**src/cpft_pkg.sv**
```systemverilog
// ----------------------------------------------------------------------------
// cpft_pkg
// Shared widths and types for the common prime factor test block.
// ----------------------------------------------------------------------------
package cpft_pkg;

    localparam int VALUE_WIDTH = 32;
    localparam int FACTOR_WIDTH = 32;
    localparam int SHIFT_WIDTH = $clog2(VALUE_WIDTH);

    typedef logic [VALUE_WIDTH-1:0] t_value;
    typedef logic [SHIFT_WIDTH-1:0] t_shift;

endpackage

```
**src/common_prime_factor_test_core.sv**
```systemverilog
// ----------------------------------------------------------------------------
// common_prime_factor_test_core
// Decides whether a streamed set of factors shares no common prime.
// ----------------------------------------------------------------------------
// Input channel (i_valid / o_ready) carries one factor per item, tagged with
// its side (i_on_left) and an end-of-set mark (i_last). Output channel
// (o_valid / i_ready) carries one result per set: o_primitive_res and
// o_missing_side.
// A factor of 0 or 1, or the first factor of at least 2 in a set, is taken
// directly, without the gcd. Any other factor is folded into the running
// divisor by a binary gcd: one shared subtract/compare/shift step per cycle.
// o_ready is low while the gcd sequencer runs or a finish step waits. On
// the last item of a set the result is loaded into the output register from
// the finish step, after any fold ends, and the set state clears.
// The output register parts the two sides: items that are not last keep
// being taken while a result waits; a last item holds in a finish step until
// the previous result is taken. A synchronous active-low reset clears the
// set state, the sequencer and o_valid.
// ----------------------------------------------------------------------------
module common_prime_factor_test_core
    import cpft_pkg::*;
(
    input  logic                    i_clk,
    input  logic                    i_rst_n,
    input  logic                    i_valid,
    output logic                    o_ready,
    input  logic [FACTOR_WIDTH-1:0] i_factor,
    input  logic                    i_on_left,
    input  logic                    i_last,
    output logic                    o_valid,
    input  logic                    i_ready,
    output logic                    o_primitive_res,
    output logic                    o_missing_side
);

    typedef enum logic [1:0] {
        ST_IDLE,
        ST_GCD,
        ST_FINISH
    } t_state;

    t_state r_state;
    t_value r_divisor;
    t_value r_a;
    t_value r_b;
    t_shift r_k;
    logic   r_last;
    logic   r_saw_small;
    logic   r_saw_left;
    logic   r_saw_right;
    logic   r_valid;
    logic   r_prim;
    logic   r_missing;

    t_value w_f;
    logic   w_accept;
    logic   w_small;
    logic   w_missing;
    logic   w_prim;
    logic   w_load;

    assign w_f       = i_factor[VALUE_WIDTH-1:0];
    assign w_accept  = i_valid && (r_state == ST_IDLE);
    assign w_small   = (w_f[VALUE_WIDTH-1:1] == '0);
    assign w_missing = !(r_saw_left && r_saw_right);
    assign w_prim    = !w_missing && (r_saw_small || (r_divisor == t_value'(1)));
    assign w_load    = (r_state == ST_FINISH) && (!r_valid || i_ready);

    assign o_ready         = (r_state == ST_IDLE);
    assign o_valid         = r_valid;
    assign o_primitive_res = r_prim;
    assign o_missing_side  = r_missing;

    always_ff @(posedge i_clk) begin
        if (!i_rst_n) begin
            r_state     <= ST_IDLE;
            r_divisor   <= '0;
            r_saw_small <= 1'b0;
            r_saw_left  <= 1'b0;
            r_saw_right <= 1'b0;
            r_valid     <= 1'b0;
            r_last      <= 1'b0;
            r_k         <= '0;
        end else begin
            if (w_load) begin
                r_valid <= 1'b1;
            end else if (i_ready) begin
                r_valid <= 1'b0;
            end
            unique case (r_state)
                ST_IDLE: begin
                    if (w_accept) begin
                        if (i_on_left) begin
                            r_saw_left <= 1'b1;
                        end else begin
                            r_saw_right <= 1'b1;
                        end
                        r_last <= i_last;
                        priority if (w_small) begin
                            r_saw_small <= 1'b1;
                            if (i_last) r_state <= ST_FINISH;
                        end else if (r_divisor == '0) begin
                            r_divisor <= w_f;
                            if (i_last) r_state <= ST_FINISH;
                        end else begin
                            r_a     <= r_divisor;
                            r_b     <= w_f;
                            r_k     <= '0;
                            r_state <= ST_GCD;
                        end
                    end
                end
                ST_GCD: begin
                    priority if (r_a == r_b) begin
                        if (r_k == '0) begin
                            r_divisor <= r_a;
                            r_state   <= r_last ? ST_FINISH : ST_IDLE;
                        end else begin
                            r_a <= r_a << 1;
                            r_b <= r_b << 1;
                            r_k <= r_k - t_shift'(1);
                        end
                    end else if (!r_a[0] && !r_b[0]) begin
                        r_a <= r_a >> 1;
                        r_b <= r_b >> 1;
                        r_k <= r_k + t_shift'(1);
                    end else if (!r_a[0]) begin
                        r_a <= r_a >> 1;
                    end else if (!r_b[0]) begin
                        r_b <= r_b >> 1;
                    end else if (r_a > r_b) begin
                        r_a <= r_a - r_b;
                    end else begin
                        r_b <= r_b - r_a;
                    end
                end
                ST_FINISH: begin
                    if (w_load) begin
                        r_prim      <= w_prim;
                        r_missing   <= w_missing;
                        r_divisor   <= '0;
                        r_saw_small <= 1'b0;
                        r_saw_left  <= 1'b0;
                        r_saw_right <= 1'b0;
                        r_state     <= ST_IDLE;
                    end
                end
                default: begin
                    r_state <= ST_IDLE;
                end
            endcase
        end
    end

    a_gcd_nonzero: assert property (@(posedge i_clk) disable iff (!i_rst_n)
        (r_state == ST_GCD) |-> (r_a != '0) && (r_b != '0))
        else $error("gcd operand reached zero");

    a_missing_not_prim: assert property (@(posedge i_clk) disable iff (!i_rst_n)
        (r_valid && r_missing) |-> !r_prim)
        else $error("missing side reported as primitive");

    a_last_leaves_idle: assert property (@(posedge i_clk) disable iff (!i_rst_n)
        (w_accept && i_last) |=> (r_state != ST_IDLE))
        else $error("last item did not start a result");

    a_gcd_commit: assert property (@(posedge i_clk) disable iff (!i_rst_n)
        ((r_state == ST_GCD) && (r_a == r_b) && (r_k == '0)) |=>
        (r_divisor == $past(r_a)))
        else $error("gcd result not committed");

endmodule
```
**config.mk**
```make
export PLATFORM = sky130hd
export DESIGN_NAME = common_prime_factor_test_core
export DESIGN_NICKNAME = d
export VERILOG_FILES = /design/src/cpft_pkg.sv /design/src/common_prime_factor_test_core.sv
export SDC_FILE = /design/constraint.sdc
export NUM_CORES = 1
export LEC_CHECK = 0
export ABC_AREA = 1
export BUFFER_PORTS_ARGS = -buffer_cell sky130_fd_sc_hd__buf_2
export CORE_AREA = 2 2 174 176
export CTS_BUF_LIST = sky130_fd_sc_hd__clkbuf_16
export DETAILED_ROUTE_END_ITERATION = 16
export DIE_AREA = 0 0 176 178
export SYNTH_ARGS = -nofsm -noshare
export SYNTH_HDL_FRONTEND = slang
export SYNTH_SLANG_ARGS = --single-unit
export TNS_END_PERCENT = 20
```
**constraint.sdc**
```tcl
create_clock -name i_clk -period 4.05 [get_ports i_clk]
set_input_delay 0.405 -clock i_clk [delete_from_list [all_inputs] [get_ports i_clk]]
set_output_delay 0.405 -clock i_clk [all_outputs]
set_load 0.05 [all_outputs]
```
After elaboration in Yosys (flattened, before gate mapping)
Cells that the tools add are included.
{ "op_classes": {"addsub": 4, "n_lt_le_gt_ge": 1, "eq_ne": 20, "mux": 55, "reduce_logical": 31} }
{ "ops": {"columns": ["op", "n"], "rows": [
  ["$mux W32", 24],
  ["$pmux W32 S2", 2],
  ["$pmux W32 S3", 1],
  ["$sub A32 B32 Y32", 2],
  ["$eq A32 B1 Y1 const B", 1],
  ["$eq A32 B32 Y1", 1],
  ["$gt A32 B32 Y1", 1],
  ["$logic_not A32 Y1", 1],
  ["$logic_not A31 Y1", 1],
  ["$mux W5", 6],
  ["$mux W2", 8],
  ["$reduce_and A4 Y1", 4],
  ["$reduce_and A8 Y1", 2],
  ["$ne A5 B5 Y1 const B", 3],
  ["$reduce_and A7 Y1", 2],
  ["$ne A2 B2 Y1 const B", 6],
  ["$reduce_and A6 Y1", 2],
  ["$pmux W5 S2", 1],
  ["$mux W1", 9],
  ["$ne A2 B1 Y1 const B", 4],
  ["$ne A3 B3 Y1 const B", 2],
  ["$pmux W1 S2", 3],
  ["$pmux W2 S3", 1],
  ["$reduce_bool A2 Y1", 3],
  ["other kinds (13)", 21]
]} }
{ "word_totals": {"regBits": 110, "inputBits": 38, "out_inout_bits": 4, "elab_cells": 125} }

Longest topological paths before layout
{ "logic_depth": {"depth_word": 7, "mapped_depth": 22, "depth_no_buf": 20} }

Worst setup path after synthesis
Ideal clock, no wire load.
{ "synth_timing": {"path_type": "register -> register", "startpoint": "register r_b[20]", "endpoint": "register r_b[10], enable pin", "setup_ps": 430, "arrival_time_ps": 3379, "required_time_ps": 3620, "setup_slack_ps": 242, "stages_incl_launch_ff": 12, "path_buffers": 2, "period_less_slack_ps": 3808, "cell_sequence": "edfxtp_1 > ha_1 > buf_2 > nand2_2 > nor2_4 > nand2_2 > nor2_4 > nand2_4 > nand2_4 > clkbuf_1 > nor2_1 > a21oi_1"} }
{ "synth_via": {"elab_chain_cells": 3, "word_cells_on_any_way": 6, "classes_between": "order compare: 1; eq/ne: 4; reduce/logical: 1"} }
{ "synth_rtl": {"columns": ["item", "line", "text"], "rows": [
  ["start, declared", "common_prime_factor_test_core.sv:45", "t_value r_b;"],
  ["start signal, assigned", "common_prime_factor_test_core.sv:107", "r_b <= w_f;"],
  ["start signal, assigned", "common_prime_factor_test_core.sv:120", "r_b <= r_b << 1;"],
  ["start signal, assigned", "common_prime_factor_test_core.sv:125", "r_b <= r_b >> 1;"],
  ["$gt A32 B32 Y1 or $eq A32 B32 Y1 (tied branches)", "common_prime_factor_test_core.sv:131, common_prime_factor_test_core.sv:114", null],
  ["$ne A5 B5 Y1 (no source line), or another cell as far along", null, null],
  ["$reduce_and A8 Y1 (no source line) (*)", null, null]
]} }
Every way passes the cells marked *; elsewhere a longest branch is shown, timed or not.
A chain may end at the register's enable or synchronous reset.

Worst setup path in the final report
{ "layout_timing": {"startpoint": "register r_a[0]", "endpoint": "register r_b[0], data pin"} }
{ "layout_via": {"elab_chain_cells": 7, "word_cells_on_any_way": 11, "classes_between": "add/sub: 1; order compare: 1; eq/ne: 1; mux: 6; reduce/logical: 2"} }
{ "layout_rtl": {"columns": ["item", "line", "text"], "rows": [
  ["start, declared", "common_prime_factor_test_core.sv:44", "t_value r_a;"],
  ["start signal, assigned", "common_prime_factor_test_core.sv:106", "r_a <= r_divisor;"],
  ["start signal, assigned", "common_prime_factor_test_core.sv:119", "r_a <= r_a << 1;"],
  ["start signal, assigned", "common_prime_factor_test_core.sv:124", "r_a <= r_a >> 1;"],
  ["$sub A32 B32 Y32 or $gt A32 B32 Y1 (tied branches)", "common_prime_factor_test_core.sv:134, common_prime_factor_test_core.sv:131", null],
  ["$mux W32", "common_prime_factor_test_core.sv:131", "end else if (r_a > r_b) begin"],
  ["$mux W32", "common_prime_factor_test_core.sv:129", "end else if (!r_b[0]) begin"],
  ["$mux W32", "common_prime_factor_test_core.sv:127", "end else if (!r_a[0]) begin"],
  ["$mux W32", "common_prime_factor_test_core.sv:123", "end else if (!r_a[0] && !r_b[0]) begin"],
  ["$mux W32 (*)", "common_prime_factor_test_core.sv:114", "priority if (r_a == r_b) begin"],
  ["$pmux W32 S2 (*)", "common_prime_factor_test_core.sv:90", "unique case (r_state)"],
  ["end signal, assigned", "common_prime_factor_test_core.sv:120", null],
  ["end signal, assigned", "common_prime_factor_test_core.sv:125", null],
  ["end signal, assigned", "common_prime_factor_test_core.sv:130", "r_b <= r_b >> 1;"]
]} }
Every way passes the cells marked *; elsewhere a longest branch is shown, timed or not. The select of a mux whose other input is x is not followed.

==> flow_metrics.py <==
metrics = {
    "setup_path": {
        "ff2ff_setup_slack_ns": 0.68,
        "ff2ff_path_depth": 16,
        "end_kind": "flip-flop",
        "crit_slowest_cell": "nand2_1",
        "crit_cells": 16,
        "crit_family": "simple AND/OR/NAND/NOR gates",
        "required_ns": 4.17,
        "cp-start-kind": "flip-flop",
        "crit_chain": "inv_1 -> ha_1 -> inv_1 -> fa_1 -> nand3_1 -> nand3_1 -> nand2_1 -> nand2_1 -> nand2_1 -> nand2_1 -> nand2_1 -> nand2_2 -> nand2_1 -> nand2_1 -> o21ai_0 -> nand2_1",
        "path_buf_inv": 2,
        "cp_max_fo": 17,
        "r2r-end": "r_b[0]",
        "crit_type": "reg -> reg",
        "critPathMaxStageDelay_ns": 0.47,
        "arrival_ns": 3.49,
        "crit_top_cell": "nand2_1",
        "rr_startpoint": "r_a[0]",
    },
    "placed_design": {
        "dp_hpwl_um": 34200,
        "post-place-cells": 2356,
        "port_buffers": 41,
        "gp_congestion": 0.975,
    },
    "yosys": {
        "yosysTopAreaCell": "nand2_1",
        "synth_top_family_by_area": "simple AND/OR/NAND/NOR gates",
        "yosysSeqAreaShare_pct": 24.7,
        "synthTopCellsByArea": "nand2_1 24%, edfxtp_1 17%, inv_1 11%",
        "synthMuxAreaShare_pct": 0,
        "synth-compound-area-share_pct": 12.3,
        "yosys_most_used_dff": "edfxtp_1",
        "syn_area_mm2": 0.0116,
        "synth_fa_ha_area_share_pct": 8.17,
        "synth_edf_count": 66,
        "syn_inst": 1974,
        "synth_warnings": 0,
        "synthesis.nets": 2086,
        "synth_xor_area_share_pct": 2.72,
        "ys_types": 40,
        "synth-seq-cells": 110,
        "yosys.area_share.simple_pct": 38.2,
        "syn_area_per_cell_um2": 5.88,
        "synthArstFlopShare_pct": 0,
        "synth_top_area_share_pct": 23.7,
    },
    "die": {
        "num_io_pins": 42,
        "die_y_um": 178,
        "start_util_pct": 39.5,
        "dieArea_mm2": 0.0313,
        "core_mm2": 0.0294,
        "die_x_um": 176,
        "num_rows": 63,
    },
    "layout": {
        "final_common_cell": "nand2_1",
        "final_nets": 2089,
        "n_antenna_cell": 0,
        "drive_gt1_share_pct": 5.80,
        "fillers": 3216,
        "syn_to_final_growth_pct": 7.33,
        "final_cells": 2372,
        "mostFrequentLayoutCells": "732 x nand2_1, 331 x inv_1, 178 x nor2_1",
    },
    "routing": {
        "vias_per_cell": 5.22,
        "final_antenna_net_count": 0,
        "drc": 0,
        "drt-initial-drc-count": 1250,
        "drt-total-wl_um": 43000,
        "firstDrtPassIters": 6,
        "routedWlPerCell_um": 18.1,
        "num_vias": 12400,
    },
    "cts": {
        "hold_buffers": 0,
        "clkTransAtPathRegs_ns": 0.08,
        "ctsRootBufferMaster": "clkbuf_16",
        "postCtsSetupBuffers": 0,
        "cts_tree": "built",
        "htree_levels": 3,
        "cts_resized": 0,
        "numCtsBuffers": 9,
        "clockBufferDepth": 2,
        "insertion_delay_ns": 0.38,
        "cts.sinks": 110,
    },
    "timing": {
        "finalClockSkew_ns": 0.0152,
        "max_freq_mhz": 297,
        "max-slew-margin-rel_pct": 21.0,
        "setup_violations": 0,
        "grt_setup_unrepaired": "false",
        "tightestPinTransition_ns": 1.18,
        "slew_viol_final": 0,
        "timing.setup.tns_ns": 0,
        "hold_violations": 0,
        "post-route-period-util_pct": 83.2,
        "finalCriticalPeriod_ns": 3.37,
    },
    "hold_path": {
        "min_to": "r_last",
        "min_from": "i_last",
        "whs_path_depth": 3,
        "hold_path_class": "in -> reg",
    },
    "grt": {
        "grt_max_degree": 69,
        "antenna_found_initial": 0,
        "overflow": 0,
        "grt_pass1_vias": 11700,
        "grt_pass1_wl_um": 66200,
        "grt_use_total_pct": 27.8,
    },
    "outcome": {
        "status": "complete, no violations",
    },
    "job": {
        "maxCapViolCount": 0,
    },
}
[stage by stage]
stage,area [µm²],hold slack [ns],setup WS [ns],utilization [%]
2_1_floorplan,11600,0.430,0.242,-
3_3_place_gp,12100,0.448,0.810,41.3
3_5_place_dp,12100,0.461,0.706,41.3
4_1_cts,12500,0.303,0.690,42.4
5_1_grt,12500,0.305,0.322,42.4
6_report,12500,0.314,0.680,42.4
[worst reg2reg max path: stages (launching register included)]
cell and delay, ns:
edfxtp_1 0.45, inv_1 0.17, ha_1 0.19, inv_1 0.08
fa_1 0.45, nand3_1 0.10, nand3_1 0.16, nand2_1 0.10
nand2_1 0.09, nand2_1 0.08, nand2_1 0.07, nand2_1 0.08
nand2_2 0.11, nand2_1 0.09, nand2_1 0.47, o21ai_0 0.35
nand2_1 0.09
[final cells by class]
| type | instances | area, µm² | area share (%) |
|---|---|---|---|
| Multi-Input combinational cell | 1455 | 7140 | 57.3 |
| Sequential cell | 110 | 2860 | 23.0 |
| Inverter | 339 | 1280 | 10.3 |
| Tap cell | 390 | 488 | 3.92 |
| Timing Repair Buffer | 62 | 363 | 2.91 |
| Clock buffer | 9 | 225 | 1.81 |
| Clock inverter | 7 | 103 | 0.823 |
[layer usage]
metal,track usage (%),vias to the layer above,routed length [µm]
met3,3.56,83,2840
met4,11.9,0,1690
li1,-,6111,-
met1,37.4,5722,19300
met2,45.1,467,19200
met5,0,-,0
[cells in the mapped netlist, types with 5 or more instances]
cell type	number
clkbuf_1	37
nand3_1	88
buf_4	5
nor2_4	7
nand2_1	732
nand2_2	13
nor2_1	179
nor3_1	7
buf_1	5
xnor2_1	9
a21oi_1	106
o21bai_1	17
nand3b_1	21
o21ai_0	113
nand4_1	19
dfxtp_1	44
inv_1	333
edfxtp_1	66
o22ai_1	19
buf_2	18
ha_1	71
xor2_1	27
[worst max-delay path by stage]
stage	slack (ns)	end	startpoint
3_5_place_dp	0.71	r_b[0]	r_a[0]
6_report	0.68	r_b[0]	r_a[0]
3_3_place_gp	0.81	r_b[0]	r_a[0]
5_1_grt	0.32	r_b[4]	r_a[0]
4_1_cts	0.69	r_b[0]	r_a[0]
2_1_floorplan	0.24	r_b[10]	r_b[20]
[flip-flops by register name, summed over array words and instances, names as in the netlist]
name             flops
r_k                  5
r_last               1
r_b                 32
r_saw_small          1
r_saw_right          1
r_state              2
r_saw_left           1
r_a                 32
o_primitive_res      1
o_valid              1
r_divisor           32
o_missing_side       1
[kinds of logic after synthesis]
group / after synthesis
buf+inv: 409
simple gates: 1078
compound gates: 267
xor+xnor: 36
flops: 110
fa+ha+maj: 74
Power is not shown: default switching activity piles up to over one toggle a cycle in this logic, so the estimate is an artifact.
